**config.mk**
```make
export PLATFORM = sky130hd
export DESIGN_NAME = lss_fifo
export DESIGN_NICKNAME = d
export VERILOG_FILES = /design/src/sv/lss_pkg.sv /design/src/sv/lss_fifo.sv
export SDC_FILE = /design/constraint.sdc
export NUM_CORES = 1
export LEC_CHECK = 0
export ABC_AREA = 1
export ABC_CLOCK_PERIOD_IN_PS = 3000
export BUFFER_PORTS_ARGS = -buffer_cell sky130_fd_sc_hd__clkbuf_2
export CAP_MARGIN = 20
export CORE_MARGIN = 2
export CORE_UTILIZATION = 45
export CTS_CLUSTER_SIZE = 24
export DETAILED_ROUTE_END_ITERATION = 8
export PLACE_DENSITY = 0.74
export SYNTH_ARGS = -nofsm -noshare
export SYNTH_HDL_FRONTEND = slang
export SYNTH_SLANG_ARGS = --single-unit
```
**constraint.sdc**
```tcl
create_clock -name clk -period 3 [get_ports clk]
set_input_delay 0.15 -clock clk [delete_from_list [all_inputs] [get_ports clk]]
set_output_delay 0.15 -clock clk [all_outputs]
set_load 0.01 [all_outputs]
```
**src/sv/lss_pkg.sv**
```systemverilog
package lss_pkg;

  localparam int COEF_BITS_DEF = 16;
  localparam int SOL_BITS      = 32;
  localparam int OUT_FRAC      = 16;
  localparam int FIFO_DEPTH    = 4;

  localparam logic [1:0] ST_UNIQUE = 2'd0;
  localparam logic [1:0] ST_INF    = 2'd1;
  localparam logic [1:0] ST_NONE   = 2'd2;

  // 2x2 minors of rows 2 and 3, column pairs (i,j) with i<j
  localparam int PI [6] = '{0, 0, 0, 1, 1, 2};
  localparam int PJ [6] = '{1, 2, 3, 2, 3, 3};

  // row 1 expansion of D, D1, D2, D3: column, minor, subtract
  localparam int DCOL [4][3] = '{'{0, 1, 2}, '{3, 1, 2}, '{0, 3, 2}, '{0, 1, 3}};
  localparam int DPAIR [4][3] = '{'{3, 1, 0}, '{3, 5, 4}, '{5, 1, 2}, '{4, 2, 0}};
  localparam logic DNEG [4][3] = '{'{1'b0, 1'b1, 1'b0}, '{1'b0, 1'b0, 1'b1},
                                   '{1'b1, 1'b1, 1'b0}, '{1'b0, 1'b1, 1'b0}};

  typedef struct packed {
    logic       sing;
    logic [1:0] status;
  } ctl_t;

endpackage

```
**src/sv/lss_fifo.sv**
```systemverilog
module lss_fifo #(
  parameter int W     = 8,
  parameter int DEPTH = lss_pkg::FIFO_DEPTH
) (
  input  logic         clk,
  input  logic         rst_n,
  input  logic         wr_valid,
  output logic         wr_ready,
  input  logic [W-1:0] wr_data,
  output logic         rd_valid,
  input  logic         rd_ready,
  output logic [W-1:0] rd_data
);

  localparam int AW = (DEPTH > 1) ? $clog2(DEPTH) : 1;
  localparam int CW = $clog2(DEPTH + 1);

  logic [W-1:0]  mem [DEPTH];
  logic [AW-1:0] wp_r, rp_r;
  logic [CW-1:0] cnt_r;
  logic push, pop;

  assign wr_ready = (cnt_r != CW'(DEPTH));
  assign rd_valid = (cnt_r != '0);
  assign rd_data  = mem[rp_r];
  assign push     = wr_valid && wr_ready;
  assign pop      = rd_valid && rd_ready;

  always_ff @(posedge clk) begin
    if (!rst_n) begin
      wp_r  <= '0;
      rp_r  <= '0;
      cnt_r <= '0;
    end else begin
      if (push) wp_r <= (wp_r == AW'(DEPTH - 1)) ? '0 : wp_r + 1'b1;
      if (pop) rp_r <= (rp_r == AW'(DEPTH - 1)) ? '0 : rp_r + 1'b1;
      if (push && !pop) cnt_r <= cnt_r + 1'b1;
      else if (pop && !push) cnt_r <= cnt_r - 1'b1;
    end
    if (push) mem[wp_r] <= wr_data;
  end

endmodule

```
==> impl_metrics.py <==
metrics = {
    "global_routing": {
        "grt.total_usage": 0.156,
        "grt_pass1_vias": 1104,
        "antenna_found_initial": 0,
        "grt_pass1_wl_mm": 4.84,
        "grt_start_max_net_pins": 18,
        "grt-ovfl-total": 0,
    },
    "layout": {
        "multi_input_area_um2": 463,
        "fin_cells": 221,
        "final_design_area_no_fill_um2": 1970,
        "fill_cells": 320,
        "drive_gt1_frac": 0.208,
        "areaGrowthSynthToFinish_pct": 16.4,
        "antenna_cells": 0,
        "layout.nets": 191,
        "seq_area_um2": 1140,
    },
    "clock_tree": {
        "cts_sinks": 41,
        "cts_tree": "done",
        "holdBufCountCts": 0,
        "cts_buffer_depth": 2,
        "cts_made_buffers": 5,
        "cts_setup_buffers": 0,
        "ctsHtreeMaxLevel": 2,
        "cts.repair.resized": 0,
        "root_buffer": "clkbuf_8",
        "clk_pin_slew_worst_paths_ns": 0.08,
        "clkLatencyLatePin_ns": 0.29,
    },
    "timing": {
        "slew_viol_final": 0,
        "period_share": 0.636,
        "finalClockSkew_ns": 0.00944,
        "period_needed_ns": 1.91,
        "grt_setup_unrepaired": "false",
        "clock.fmax_mhz": 524,
        "slew_headroom": 0.470,
        "setup-violations-final": 0,
        "tns_ns": 0,
        "tightest_slew_ns": 0.791,
        "report.final.hold_viol_count": 0,
        "hold_ws_ns": 0.0788,
    },
    "worst_setup_path": {
        "crit_chain": "inv_2 > o21ai_0 > o22ai_1 > clkbuf_2",
        "crit_arrival_ns": 1.76,
        "criticalPathCategory": "register to output pin",
        "crit_path_end_kind": "output pin",
        "cp_slowest_cell": "dfxtp_1",
        "startpoint_type": "register",
        "path_delay_family": "flip-flops",
        "critPathMaxStageDelay_ns": 0.72,
        "critPathBufInv": 2,
        "cp_data_required_time_ns": 2.85,
        "cp_max_fo": 17,
    },
    "detailed_routing": {
        "num_vias": 1090,
        "routed_wl_mm": 2.92,
        "antenna_left": 0,
        "drt_iter0_drc": 58,
        "drc": 0,
        "drtPass1Iterations": 4,
        "wire_per_inst_um": 13.2,
        "via_per_inst": 4.93,
    },
    "logic_synthesis": {
        "avgSynthCellArea_um2": 11.6,
        "ys_seq_elements": 41,
        "synth_area_leaders": "edfxtp_1 57%, dfxtp_1 11%, nor2_1 7.1%",
        "synth_mux_area_frac": 0,
        "syn_nets": 165,
        "synth-compound-area-share": 0.0955,
        "yosys_warnings": 0,
        "yosys.area_share.simple": 0.122,
        "yosysTopAreaCell": "edfxtp_1",
        "ys_types": 19,
        "synthAdderAreaFrac": 0.0563,
        "synth_top_family_by_area": "simple AND/OR/NAND/NOR gates",
        "synth-xor-area-share": 0,
        "yosys.area.top_type_share": 0.568,
        "ys_seq_area_frac": 0.675,
        "syn_area_um2": 1690,
        "synth_cells": 146,
        "async_flop_share": 0,
        "synth_edf_count": 32,
        "ys.flop_type": "edfxtp_1",
    },
    "die": {
        "die_w_um": 65.3,
        "rows": 22,
        "coreArea_um2": 3630,
        "die_area_um2": 4260,
        "io_pins": 22,
        "die_h_um": 65.3,
        "start_util": 0.465,
    },
    "power_and_ir_drop": {
        "ir_worst_vdd_uv": 479,
        "power.leakage_nw": 0.789,
        "fin_total_pwr_mw": 1.80,
        "p_per_area_nw_per_um2": 916,
    },
    "place": {
        "placed_cells_incl_taps": 213,
        "hpwl_mm": 1.99,
        "port_buffers": 21,
        "gp_congestion": 0.716,
        "dpl_cell_area_um2": 1830,
    },
    "min_path": {
        "holdCritPathClass": "primary input to register",
    },
    "run": {
        "drv_cap": 0,
    },
    "run_status": {
        "outcome": "finished clean",
    },
}
[cells in the final DEF (no fill, tap or decap), types with 2 or more instances in the layout]
cell type	instances
o21ai_2	3
clkbuf_2	21
a21oi_1	2
bufinv_16	2
nand2_1	13
edfxtp_1	32
dfxtp_1	9
o21ai_0	14
ha_1	6
o22ai_1	8
nand2_2	2
clkbuf_8	5
nor2_1	32
inv_1	16
[where the power goes]
part | switching (mW) | internal [mW]
clock | 0.178 | 0.330
sequential | 0.0784 | 0.707
combinational | 0.317 | 0.191
total | 0.574 | 1.23
[registers in the layout (all words and copies together), names as in the netlist, named ones only]
| signal | count |
|---|---|
| rp_r | 2 |
| cnt_r | 3 |
| wp_r | 2 |
| mem | 32 |
[synth_stat cells (2+ instances only)]
master	n
a21oi_1	2
buf_6	2
dfxtp_1	9
edfxtp_1	32
ha_1	6
inv_1	16
nand2_1	13
nand2_2	2
nor2_1	32
o21ai_0	14
o21ai_2	3
o22ai_1	8
[routing by layer]
metal	vias up	GRT usage	routed length, µm
met1	505	0.180	1220
met2	31	0.273	1480
met4	0	0.0547	38
li1	549	-	-
met5	-	0	0
met3	5	0.0479	176
[cell families after synthesis]
family | Yosys count
buf+inv | 19
flops | 41
compound gates | 28
simple gates | 51
fa+ha+maj | 7
[per-stage QoR]
stage,util,setup WS (ns)
floorplan,-,1.31
global placement,0.504,1.27
detailed placement,0.504,1.17
CTS,0.541,1.06
global route,0.541,0.900
finish,0.541,1.09
[layout make-up]
| type | instances | area share |
|---|---|---|
| Tap cell | 48 | 0.0305 |
| Timing Repair Buffer | 21 | 0.0534 |
| Clock inverter | 3 | 0.0331 |
| Clock buffer | 5 | 0.0350 |
| Multi-Input combinational cell | 86 | 0.235 |
| Sequential cell | 41 | 0.580 |
| Inverter | 17 | 0.0324 |
[path summary, 6_finish.rpt]
kind	start	end	slack, ns	cells past startpoint
worst min-delay path	wr_data[1]	mem[2][1]	0.08	1
worst min register to register	cnt_r[0]	cnt_r[0]	0.53	2
worst max register to register	cnt_r[1]	cnt_r[1]	1.16	9
worst max-delay path	register	rd_data[3]	1.09	4
No activity file was read; power rests on OpenSTA's default activity.
